$ cat config.mk
export PLATFORM = sky130hd
export DESIGN_NAME = goldbach_prime_pair_search_flat
export DESIGN_NICKNAME = d
export VERILOG_FILES = /design/src/sv/gbps_pkg.sv /design/src/sv/gbps_if.sv /design/src/sv/gbps_dp.sv /design/src/sv/gbps_ctrl.sv /design/src/sv/goldbach_prime_pair_search.sv /design/src/flat_wrapper.sv
export VERILOG_INCLUDE_DIRS = /design/src /design/src/sv
export SDC_FILE = /design/constraint.sdc
export NUM_CORES = 1
export LEC_CHECK = 0
export ABC_CLOCK_PERIOD_IN_PS = 7300
export BUFFER_PORTS_ARGS = -buffer_cell sky130_fd_sc_hd__buf_2
export CAP_MARGIN = 20
export CORE_MARGIN = 1.5
export CORE_UTILIZATION = 35
export CTS_CLUSTER_DIAMETER = 60
export CTS_CLUSTER_SIZE = 25
export DETAILED_ROUTE_END_ITERATION = 8
export PLACE_DENSITY_LB_ADDON = 0.15
export SLEW_MARGIN = 10
export SYNTH_ARGS = -nofsm -noshare
export SYNTH_HDL_FRONTEND = slang
export SYNTH_HIERARCHICAL = 1
export SYNTH_SLANG_ARGS = --single-unit
$ cat constraint.sdc
create_clock -name clk -period 7.3 [get_ports clk]
set_input_delay 1.46 -clock clk [delete_from_list [all_inputs] [get_ports clk]]
set_output_delay 1.46 -clock clk [all_outputs]
set_load 0.005 [all_outputs]
$ cat src/sv/assert_macros.svh
// assertion helpers for the file that checks its own logic
`ifndef ASSERT_MACROS_SVH
`define ASSERT_MACROS_SVH

// same-cycle implication, sampled on clk, masked while arst_n is low
`define GBPS_ASSERT_IMP(lbl, ante, cons) \
	lbl: assert property (@(posedge clk) disable iff (!arst_n) (ante) |-> (cons)) \
		else $error("gbps assertion failed");

// next-cycle implication, sampled on clk, masked while arst_n is low
`define GBPS_ASSERT_NXT(lbl, ante, cons) \
	lbl: assert property (@(posedge clk) disable iff (!arst_n) (ante) |=> (cons)) \
		else $error("gbps assertion failed");

`endif

$ cat src/sv/gbps_pkg.sv
package gbps_pkg;

	// data width of the number and of both primes
	localparam int WIDTH = 32;
	// bit counter width of the shift-subtract remainder unit
	localparam int CNT_W = $clog2(WIDTH);

	// result forms
	localparam logic [1:0] RES_NONE = 2'd0;
	localparam logic [1:0] RES_FOUR = 2'd1;
	localparam logic [1:0] RES_ODD  = 2'd2;
	localparam logic [1:0] RES_PAIR = 2'd3;

	// candidate sources
	localparam logic [1:0] CSEL_P   = 2'd0;
	localparam logic [1:0] CSEL_NP  = 2'd1;
	localparam logic [1:0] CSEL_NM2 = 2'd2;

	// controller to datapath commands
	typedef struct packed {
		logic       load_n;
		logic       init_p;
		logic       step_p;
		logic       load_c;
		logic [1:0] c_sel;
		logic       test_init;
		logic       div_init;
		logic       div_step;
		logic       next_d;
		logic       res_load;
		logic [1:0] res_sel;
	} gbps_cmd_t;

	// datapath to controller status
	typedef struct packed {
		logic n_lt4;
		logic n_odd;
		logic n_is4;
		logic p_gt_np;
		logic sq_gt_c;
		logic rem_zero;
		logic div_last;
	} gbps_sts_t;

endpackage

$ cat src/sv/gbps_if.sv
// input channel: one number per word
interface gbps_in_if import gbps_pkg::*; ();
	logic             valid;
	logic             ready;
	logic [WIDTH-1:0] even_value;

	modport source (output valid, output even_value, input ready);
	modport sink (input valid, input even_value, output ready);
endinterface

// output channel: one prime pair per word
interface gbps_out_if import gbps_pkg::*; ();
	logic             valid;
	logic             ready;
	logic [WIDTH-1:0] first_prime;
	logic [WIDTH-1:0] second_prime;
	logic             found;

	modport source (output valid, output first_prime, output second_prime, output found,
		input ready);
	modport sink (input valid, input first_prime, input second_prime, input found,
		output ready);
endinterface

$ cat src/sv/gbps_dp.sv
module gbps_dp import gbps_pkg::*; (
	input  logic             clk,
	input  gbps_cmd_t        cmd,
	output gbps_sts_t        sts,
	input  logic [WIDTH-1:0] even_value,
	output logic [WIDTH-1:0] first_prime,
	output logic [WIDTH-1:0] second_prime,
	output logic             found
);

	logic [WIDTH-1:0] n_q;
	logic [WIDTH-1:0] p_q;
	logic [WIDTH-1:0] c_q;
	logic [WIDTH-1:0] d_q;
	logic [WIDTH:0]   sq_q;
	logic [WIDTH-1:0] sh_q;
	logic [WIDTH-1:0] rem_q;
	logic [CNT_W-1:0] cnt_q;
	logic [WIDTH-1:0] first_q;
	logic [WIDTH-1:0] second_q;
	logic             found_q;

	logic [WIDTH-1:0] np;
	logic [WIDTH-1:0] nm2;
	logic [WIDTH-1:0] c_next;
	logic [WIDTH:0]   trial;
	logic [WIDTH:0]   diff;
	logic             trial_ge;

	// partner of the first prime and the odd-number partner
	assign np  = n_q - p_q;
	assign nm2 = n_q - WIDTH'(2);

	// one restoring step of candidate mod divisor
	assign trial    = {rem_q, sh_q[WIDTH-1]};
	assign diff     = trial - {1'b0, d_q};
	assign trial_ge = trial >= {1'b0, d_q};

	// candidate select
	always_comb begin
		case (cmd.c_sel)
			CSEL_P:   c_next = p_q;
			CSEL_NP:  c_next = np;
			CSEL_NM2: c_next = nm2;
			default:  c_next = p_q;
		endcase
	end

	// number, first prime and candidate
	always_ff @(posedge clk) begin
		if (cmd.load_n) n_q <= even_value;
		if (cmd.init_p) p_q <= WIDTH'(3);
		else if (cmd.step_p) p_q <= p_q + WIDTH'(2);
		if (cmd.load_c) c_q <= c_next;
	end

	// divisor and its square, the square kept up by adding 2d+1
	always_ff @(posedge clk) begin
		if (cmd.test_init) begin
			d_q  <= WIDTH'(2);
			sq_q <= (WIDTH+1)'(4);
		end else if (cmd.next_d) begin
			d_q  <= d_q + WIDTH'(1);
			sq_q <= sq_q + {d_q, 1'b1};
		end
	end

	// remainder unit, one bit of the candidate per cycle
	always_ff @(posedge clk) begin
		if (cmd.div_init) begin
			rem_q <= '0;
			sh_q  <= c_q;
			cnt_q <= '0;
		end else if (cmd.div_step) begin
			rem_q <= trial_ge ? diff[WIDTH-1:0] : trial[WIDTH-1:0];
			sh_q  <= {sh_q[WIDTH-2:0], 1'b0};
			cnt_q <= cnt_q + CNT_W'(1);
		end
	end

	// output word register
	always_ff @(posedge clk) begin
		if (cmd.res_load) begin
			case (cmd.res_sel)
				RES_NONE: begin
					first_q  <= '0;
					second_q <= '0;
					found_q  <= 1'b0;
				end
				RES_FOUR: begin
					first_q  <= WIDTH'(2);
					second_q <= WIDTH'(2);
					found_q  <= 1'b1;
				end
				RES_ODD: begin
					first_q  <= WIDTH'(2);
					second_q <= nm2;
					found_q  <= 1'b1;
				end
				default: begin
					first_q  <= p_q;
					second_q <= np;
					found_q  <= 1'b1;
				end
			endcase
		end
	end

	// status back to the controller
	assign sts.n_lt4    = n_q < WIDTH'(4);
	assign sts.n_odd    = n_q[0];
	assign sts.n_is4    = n_q == WIDTH'(4);
	assign sts.p_gt_np  = p_q > np;
	assign sts.sq_gt_c  = sq_q > {1'b0, c_q};
	assign sts.rem_zero = rem_q == '0;
	assign sts.div_last = cnt_q == CNT_W'(WIDTH-1);

	assign first_prime  = first_q;
	assign second_prime = second_q;
	assign found        = found_q;

endmodule

$ cat src/sv/gbps_ctrl.sv
module gbps_ctrl import gbps_pkg::*; (
	input  logic      clk,
	input  logic      arst_n,
	input  logic      in_valid,
	output logic      in_ready,
	output logic      out_valid,
	input  logic      out_ready,
	input  gbps_sts_t sts,
	output gbps_cmd_t cmd
);

	localparam logic [2:0] S_IDLE  = 3'd0;
	localparam logic [2:0] S_CLASS = 3'd1;
	localparam logic [2:0] S_LOADP = 3'd2;
	localparam logic [2:0] S_CHK   = 3'd3;
	localparam logic [2:0] S_DIV   = 3'd4;
	localparam logic [2:0] S_REM   = 3'd5;
	localparam logic [2:0] S_FIN   = 3'd6;

	logic [2:0] state_q, state_d;
	logic       second_q, second_d;
	logic       odd_q, odd_d;
	logic [1:0] res_q, res_d;
	logic       out_valid_q, out_valid_d;
	logic       slot_free;

	assign slot_free = !out_valid_q || out_ready;
	assign in_ready  = state_q == S_IDLE;
	assign out_valid = out_valid_q;

	// search sequencer
	always_comb begin
		cmd      = '0;
		state_d  = state_q;
		second_d = second_q;
		odd_d    = odd_q;
		res_d    = res_q;
		unique case (state_q)
			S_IDLE: begin
				if (in_valid) begin
					cmd.load_n = 1'b1;
					state_d    = S_CLASS;
				end
			end
			S_CLASS: begin
				if (sts.n_lt4) begin
					res_d   = RES_NONE;
					state_d = S_FIN;
				end else if (sts.n_odd) begin
					cmd.load_c    = 1'b1;
					cmd.c_sel     = CSEL_NM2;
					cmd.test_init = 1'b1;
					second_d      = 1'b1;
					odd_d         = 1'b1;
					state_d       = S_CHK;
				end else if (sts.n_is4) begin
					res_d   = RES_FOUR;
					state_d = S_FIN;
				end else begin
					cmd.init_p = 1'b1;
					odd_d      = 1'b0;
					state_d    = S_LOADP;
				end
			end
			S_LOADP: begin
				if (sts.p_gt_np) begin
					res_d   = RES_NONE;
					state_d = S_FIN;
				end else begin
					cmd.load_c    = 1'b1;
					cmd.c_sel     = CSEL_P;
					cmd.test_init = 1'b1;
					second_d      = 1'b0;
					state_d       = S_CHK;
				end
			end
			S_CHK: begin
				// divisor squared past the candidate: candidate is prime
				if (sts.sq_gt_c) begin
					if (!second_q) begin
						cmd.load_c    = 1'b1;
						cmd.c_sel     = CSEL_NP;
						cmd.test_init = 1'b1;
						second_d      = 1'b1;
					end else begin
						res_d   = odd_q ? RES_ODD : RES_PAIR;
						state_d = S_FIN;
					end
				end else begin
					cmd.div_init = 1'b1;
					state_d      = S_DIV;
				end
			end
			S_DIV: begin
				cmd.div_step = 1'b1;
				if (sts.div_last) state_d = S_REM;
			end
			S_REM: begin
				if (sts.rem_zero) begin
					if (odd_q) begin
						res_d   = RES_NONE;
						state_d = S_FIN;
					end else begin
						cmd.step_p = 1'b1;
						state_d    = S_LOADP;
					end
				end else begin
					cmd.next_d = 1'b1;
					state_d    = S_CHK;
				end
			end
			S_FIN: begin
				if (slot_free) begin
					cmd.res_load = 1'b1;
					cmd.res_sel  = res_q;
					state_d      = S_IDLE;
				end
			end
			default: begin
				state_d = S_IDLE;
			end
		endcase
	end

	// output word valid
	always_comb begin
		if (state_q == S_FIN && slot_free) out_valid_d = 1'b1;
		else if (out_ready) out_valid_d = 1'b0;
		else out_valid_d = out_valid_q;
	end

	always_ff @(posedge clk or negedge arst_n) begin
		if (!arst_n) begin
			state_q     <= S_IDLE;
			second_q    <= 1'b0;
			odd_q       <= 1'b0;
			res_q       <= RES_NONE;
			out_valid_q <= 1'b0;
		end else begin
			state_q     <= state_d;
			second_q    <= second_d;
			odd_q       <= odd_d;
			res_q       <= res_d;
			out_valid_q <= out_valid_d;
		end
	end

endmodule

$ cat src/sv/goldbach_prime_pair_search.sv
// channel | dir | words carry
// din     | in  | even_value
// dout    | out | first_prime, second_prime, found
//
// each divisor tried takes one square compare, WIDTH bit steps of the
// shift-subtract remainder unit and one remainder check; a candidate ends with one more
// compare once the square passes it (a prime c tries about sqrt(c) divisors)
// a word is taken, classified and given a result, plus a check per first prime tried
// plus its candidates; arst_n clears the sequencer and the output valid
// a new word is taken while the last result waits; a finished one holds until it drains
`include "assert_macros.svh"

module goldbach_prime_pair_search import gbps_pkg::*; (
	input logic        clk,
	input logic        arst_n,
	gbps_in_if.sink    din,
	gbps_out_if.source dout
);

	gbps_cmd_t cmd;
	gbps_sts_t sts;

	// sequencer
	gbps_ctrl u_ctrl (
		.clk       (clk),
		.arst_n    (arst_n),
		.in_valid  (din.valid),
		.in_ready  (din.ready),
		.out_valid (dout.valid),
		.out_ready (dout.ready),
		.sts       (sts),
		.cmd       (cmd)
	);

	// datapath
	gbps_dp u_dp (
		.clk          (clk),
		.cmd          (cmd),
		.sts          (sts),
		.even_value   (din.even_value),
		.first_prime  (dout.first_prime),
		.second_prime (dout.second_prime),
		.found        (dout.found)
	);

	// busy once a word is taken
	`GBPS_ASSERT_NXT(a_busy_after_accept, din.valid && din.ready, !din.ready)
	// a miss reports both primes as zero
	`GBPS_ASSERT_IMP(a_miss_zero, dout.valid && !dout.found,
		dout.first_prime == '0 && dout.second_prime == '0)
	// the smaller prime comes first
	`GBPS_ASSERT_IMP(a_pair_order, dout.valid && dout.found,
		dout.first_prime <= dout.second_prime && dout.first_prime != '0)

endmodule
$ cat src/flat_wrapper.sv
// flat-port wrapper written by rule: the top's interface ports become plain ports
module goldbach_prime_pair_search_flat import gbps_pkg::*;
  (clk, arst_n, din_valid, din_even_value, din_ready, dout_valid, dout_first_prime, dout_second_prime, dout_found, dout_ready);
  gbps_in_if din_i ();
  gbps_out_if dout_i ();
  input logic clk;
  input logic arst_n;
  input wire logic [$bits(din_i.valid)-1:0] din_valid;
  input wire logic [$bits(din_i.even_value)-1:0] din_even_value;
  output wire logic [$bits(din_i.ready)-1:0] din_ready;
  output wire logic [$bits(dout_i.valid)-1:0] dout_valid;
  output wire logic [$bits(dout_i.first_prime)-1:0] dout_first_prime;
  output wire logic [$bits(dout_i.second_prime)-1:0] dout_second_prime;
  output wire logic [$bits(dout_i.found)-1:0] dout_found;
  input wire logic [$bits(dout_i.ready)-1:0] dout_ready;
  assign din_i.valid = din_valid;
  assign din_i.even_value = din_even_value;
  assign din_ready = din_i.ready;
  assign dout_valid = dout_i.valid;
  assign dout_first_prime = dout_i.first_prime;
  assign dout_second_prime = dout_i.second_prime;
  assign dout_found = dout_i.found;
  assign dout_i.ready = dout_ready;
  goldbach_prime_pair_search u_core (.clk(clk), .arst_n(arst_n), .din(din_i), .dout(dout_i));
endmodule
==> summary by stage <==
Outcome
The flow ran to the end, and the final reports show no timing, DRC or antenna violations.

Die
The die height is 241 um. In this run the core area contains 86 standard-cell rows. 103 I/O pins were placed. The core region is between 0.05 and 0.06 mm2. The effective utilization at floorplan is between 30% and 40%. The die covers 0.0579 mm2.

The die is 241 um wide.

STA
The final setup skew is roughly 0.026 ns. After layout, the worst path uses 86.5% of the clock period. Setup repair after global routing left no endpoint under its margin.

Setup violations remaining at the end of the flow were counted as 0. The sum of negative setup slack is 0 ns. In this run the tightest slew margin relative to its limit is 35.6%.

The smallest clock period supported by the final layout is computed as 6.31 ns. The number of slew-limit violations in the final report came to 0. The transition time at the pin with the least slew margin is 0.957 ns. Static timing analysis puts the maximum clock frequency at approximately 0.16 GHz.

The final hold violation count is 0.

Placed design
Detailed placement ended at an HPWL of 43800 um. Routability-driven placement finished with a final weighted congestion of approximately 0.90. The port buffer count is 102.

Clocking
In this run the number of H-tree levels came out at 2. After clock tree synthesis, the clock-pin slew on the worst setup and hold paths is 0.07 ns. The worst-skew pair later-pin latency is 0.57 ns.

In this run the post-CTS setup repair buffer count came out at 0. The count of instances resized after the clock tree is built is 0. CTS placed an instance of sky130_fd_sc_hd__clkbuf_16 at the clock tree root. Counting along the longest clock path gives a buffer depth of 3. Clock tree synthesis found a total of 302 sinks. The total of hold buffers inserted after clock tree synthesis is 0. TritonCTS built the clock tree.

TritonCTS created 37 clock buffers.

Power
The maximum VDD drop is about 0.18 mV. The completed layout was analyzed and its total power is approximately 7.8 mW. Dividing total power by cell area gives a power density of approximately 350 mW/mm2. Summed over all cells, the static leakage comes to 8.95 nW.

Worst hold path
The class of the worst hold path is reg2reg. The end of the worst hold path is u_core/u_ctrl/res_q[0]$_DFFE_PN0P_. The hold path startpoint is u_core/u_ctrl/res_q[0]$_DFFE_PN0P_. The number of cells on the worst hold path is 1.

Finish
The antenna diode instance count is 0. The layout overhead on the synthesized area is 12.9%. The post-route netlist has 11.8% of its cells at a drive strength greater than 1. Registers take 0.00770 mm2. In the final layout, the multi-input gates occupy 0.0111 mm2. The layout has 5550 filler cells. The count of nets after finishing is approximately 2400.

Setup path
The worst-case register-to-register setup slack is 0.99 ns. Traced cell by cell, the critical path runs through inv_1, fa_1, nand2b_1, a21oi_1, nor4_1, or3b_1, a211o_1, a311oi_1, nor4_1, a311oi_1, ha_1, nand2_1, or3_1, nor2_1, nor4b_1, o2bb2ai_1, a21oi_1, nor3b_1, a31oi_1, o21ai_4, buf_4, nor4_1, a311o_1. The signal arrival time at the worst endpoint is 6.76 ns. The largest single stage delay on the critical path is roughly 0.52 ns.

The worst register-to-register path has a depth of 23. The highest net fanout along the worst path is 51. The most used cell along the critical path is sky130_fd_sc_hd__nor4_1. The critical path is of the reg2reg type. On the critical path the largest part of the delay comes from compound AO/OA/AOI/OAI gates. The number of buffers and inverters on the critical path is 2. The endpoint of the worst register-to-register path is u_core/u_dp/sq_q[25]$_SDFFE_PP0P_. STA classifies the critical path startpoint as a flop. The worst setup path is captured at a flop. On the critical path, the stage with the largest delay is an instance of sky130_fd_sc_hd__buf_4. The required time at the endpoint of the critical path is 7.75 ns. The startpoint identified for the worst register-to-register timing path is u_core/u_dp/n_q[1]$_DFFE_PP_.

Route
The detailed router finished its first iteration with 1202 violations. In the routed layout, each cell is associated on average with a via count of between 5 and 6. The routed length per instance is 19.5 um. The detailed router placed between 15000 and 20000 vias in this run. The DRC violations left is 0. In this run the remaining antenna-violating nets after routing total 0. The final wirelength is 58400 um.

The first detailed-routing pass ran for 6 iterations.

Global routing
The layer flagged by global routing as most heavily used is met2. The met1 layer usage reported by global route is 26.4%. The pin count of the biggest net entering global routing is about 70. In the global route stage, overall resource usage came out at a little over 20%. The remaining global-route overflow is 0. The first global-routing pass estimated 91100 um of wire. The met3 track demand over resource in global routing is 2.69%. The via count of the first global-routing pass is 15900. Global routing used between 30 and 40% of the available met2 tracks. The number of antenna violations at the first check in global routing is 1.

Synthesis
In this run the cell area of the synthesized design comes to 0.0198 mm2. The total nets after synthesis is about 2300. The number of synthesized register bits is 302. Yosys mapped a number of flops with a built-in enable equal to 161. A synthesized cell averages between 9 and 10 um2. In the synthesized netlist, the number of instances is 2139. The number of distinct library cell variants in the gate-level netlist after synthesis is 97.

For this run, asynchronously set or reset flops after synthesis account for 2.65%. After synthesis, flip-flops and latches occupy 38.9% of the total area. The number of synthesis warnings is 6. The dominant register cell in the synthesized netlist is sky130_fd_sc_hd__edfxtp_1.

Run
Max-cap violations in this run came to 0.
## report_power, final
group          internal (mW)  switching, mW
clock                   1.05          0.882
combinational           1.28           2.01
sequential              2.25          0.284
## metrics by stage
stage | setup WS (ns) | std cells | utilization, % | hold slack (ns) | instance area (um2)
finish | 0.986 | 2996 | 40.3 | 0.483 | 22300
global route | 0.579 | 2996 | 40.3 | 0.520 | 22300
CTS | 1.04 | 2995 | 40.2 | 0.487 | 22300
detailed placement | 1.06 | 2927 | 37.9 | 0.472 | 21000
global placement | 1.26 | 2927 | 37.9 | 0.470 | 21000
floorplan | 1.80 | 2139 | - | 0.449 | 19800
## cell families after synthesis
| group | after synthesis | synth area share, % |
|---|---|---|
| multiplexers | 58 | 3.18 |
| AND/OR/NAND/NOR | 696 | 17.4 |
| flip-flops | 302 | 38.9 |
| buffers and inverters | 243 | 4.94 |
| adder cells (fa/ha/maj) | 169 | 10.8 |
| XOR/XNOR | 158 | 7.11 |
| AO/OA/AOI/OAI | 513 | 17.6 |
## flip-flops by register name, indices dropped and copies added (netlist names), 32 cells and up
register                  cells
u_core/u_dp/c_q              32
u_core/u_dp/d_q              32
u_core/u_dp/first_prime      32
u_core/u_dp/n_q              32
u_core/u_dp/rem_q            32
u_core/u_dp/second_prime     32
u_core/u_dp/sh_q             32
u_core/u_dp/sq_q             33
## synth_stat cells, types with 6 or more instances
master,number,area (um2)
sky130_fd_sc_hd__nand4b_1,6,52.6
sky130_fd_sc_hd__dfrtp_1,8,200
sky130_fd_sc_hd__edfxtp_1,161,4830
sky130_fd_sc_hd__a311oi_1,33,289
sky130_fd_sc_hd__o21ai_0,82,410
sky130_fd_sc_hd__o22ai_1,17,106
sky130_fd_sc_hd__nand2_1,162,608
sky130_fd_sc_hd__a211oi_1,20,150
sky130_fd_sc_hd__nand4_1,32,200
sky130_fd_sc_hd__or2_2,6,37.5
sky130_fd_sc_hd__nor3_1,44,220
sky130_fd_sc_hd__nor2b_1,28,175
sky130_fd_sc_hd__and3_1,22,138
sky130_fd_sc_hd__a21oi_1,128,641
sky130_fd_sc_hd__inv_1,164,616
sky130_fd_sc_hd__nor2_1,225,845
sky130_fd_sc_hd__and2_1,12,75.1
sky130_fd_sc_hd__nor3b_1,10,75.1
sky130_fd_sc_hd__clkbuf_1,50,188
sky130_fd_sc_hd__a311o_1,6,60.1
sky130_fd_sc_hd__nand2b_1,25,156
sky130_fd_sc_hd__dfxtp_1,133,2660
sky130_fd_sc_hd__o21a_1,20,150
sky130_fd_sc_hd__xnor2_1,119,1040
sky130_fd_sc_hd__a21o_1,63,473
sky130_fd_sc_hd__a221oi_1,18,158
sky130_fd_sc_hd__a31oi_1,12,75.1
sky130_fd_sc_hd__mux2i_1,20,200
sky130_fd_sc_hd__o211ai_1,16,120
sky130_fd_sc_hd__mux2_2,36,405
sky130_fd_sc_hd__nand3_1,43,215
sky130_fd_sc_hd__and4_1,8,70.1
sky130_fd_sc_hd__buf_2,11,55.1
sky130_fd_sc_hd__buf_4,8,60.1
sky130_fd_sc_hd__or3_1,13,81.3
sky130_fd_sc_hd__nor4_1,26,163
sky130_fd_sc_hd__o21bai_1,11,82.6
sky130_fd_sc_hd__ha_1,165,2060
sky130_fd_sc_hd__a22o_1,12,105
sky130_fd_sc_hd__xor2_1,37,324
## metal layers
metal / wire length [um] / part of all wire [%] / vias up
li1: - / - / 7968
met2: 27600 / 47 / 428
met5: 0 / 0 / -
met3: 2600 / 4.5 / 87
met4: 1630 / 2.8 / 0
met1: 26500 / 45 / 7843
## layout make-up
class,instances,share of cell area [%]
clock inverters,27,1.40
repair buffers,119,2.89
multi-input cells,1594,49.9
well taps,748,4.19
inverters,165,2.78
flip-flops and latches,302,34.5
clock buffers,41,4.31
## layout by cell type (no fill, tap or decap), types with 11 or more instances in the layout
master,instances
sky130_fd_sc_hd__inv_1,163
sky130_fd_sc_hd__clkbuf_16,37
sky130_fd_sc_hd__dfxtp_1,133
sky130_fd_sc_hd__o21a_1,20
sky130_fd_sc_hd__and3_1,22
sky130_fd_sc_hd__nand3_1,43
sky130_fd_sc_hd__nor3_1,42
sky130_fd_sc_hd__a211oi_1,20
sky130_fd_sc_hd__o21bai_1,11
sky130_fd_sc_hd__nor4_1,26
sky130_fd_sc_hd__nand2b_1,25
sky130_fd_sc_hd__and2_1,11
sky130_fd_sc_hd__o211ai_1,16
sky130_fd_sc_hd__nand2_1,162
sky130_fd_sc_hd__a21oi_1,128
sky130_fd_sc_hd__o21ai_0,81
sky130_fd_sc_hd__ha_1,164
sky130_fd_sc_hd__or3_1,13
sky130_fd_sc_hd__a221oi_1,18
sky130_fd_sc_hd__buf_4,16
sky130_fd_sc_hd__nand4_1,32
sky130_fd_sc_hd__o22ai_1,17
sky130_fd_sc_hd__edfxtp_1,161
sky130_fd_sc_hd__a31oi_1,12
sky130_fd_sc_hd__a311oi_1,33
sky130_fd_sc_hd__buf_2,102
sky130_fd_sc_hd__nor2b_1,27
sky130_fd_sc_hd__mux2i_1,20
sky130_fd_sc_hd__xnor2_1,119
sky130_fd_sc_hd__mux2_2,36
sky130_fd_sc_hd__xor2_1,37
sky130_fd_sc_hd__a22o_1,12
sky130_fd_sc_hd__nor2_1,223
sky130_fd_sc_hd__a21o_1,63
## worst max path at each step
stage | depth (start not counted) | from | slack (ns) | endpoint
CTS | 24 | u_core/u_dp/n_q[1]$_DFFE_PP_ | 1.04 | u_core/u_dp/sq_q[31]$_SDFFE_PP0P_
detailed placement | 23 | u_core/u_dp/n_q[1]$_DFFE_PP_ | 1.06 | u_core/u_dp/sq_q[28]$_SDFFE_PP0P_
floorplan | 25 | u_core/u_dp/n_q[0]$_DFFE_PP_ | 1.80 | u_core/u_dp/sq_q[27]$_SDFFE_PP0P_
global placement | 25 | u_core/u_dp/n_q[1]$_DFFE_PP_ | 1.26 | u_core/u_dp/sq_q[29]$_SDFFE_PP0P_
finish | 23 | u_core/u_dp/n_q[1]$_DFFE_PP_ | 0.99 | u_core/u_dp/sq_q[25]$_SDFFE_PP0P_
global route | 24 | u_core/u_dp/n_q[1]$_DFFE_PP_ | 0.58 | u_core/u_dp/sq_q[29]$_SDFFE_PP0P_
Note: power is estimated with default switching activity, not from simulation.
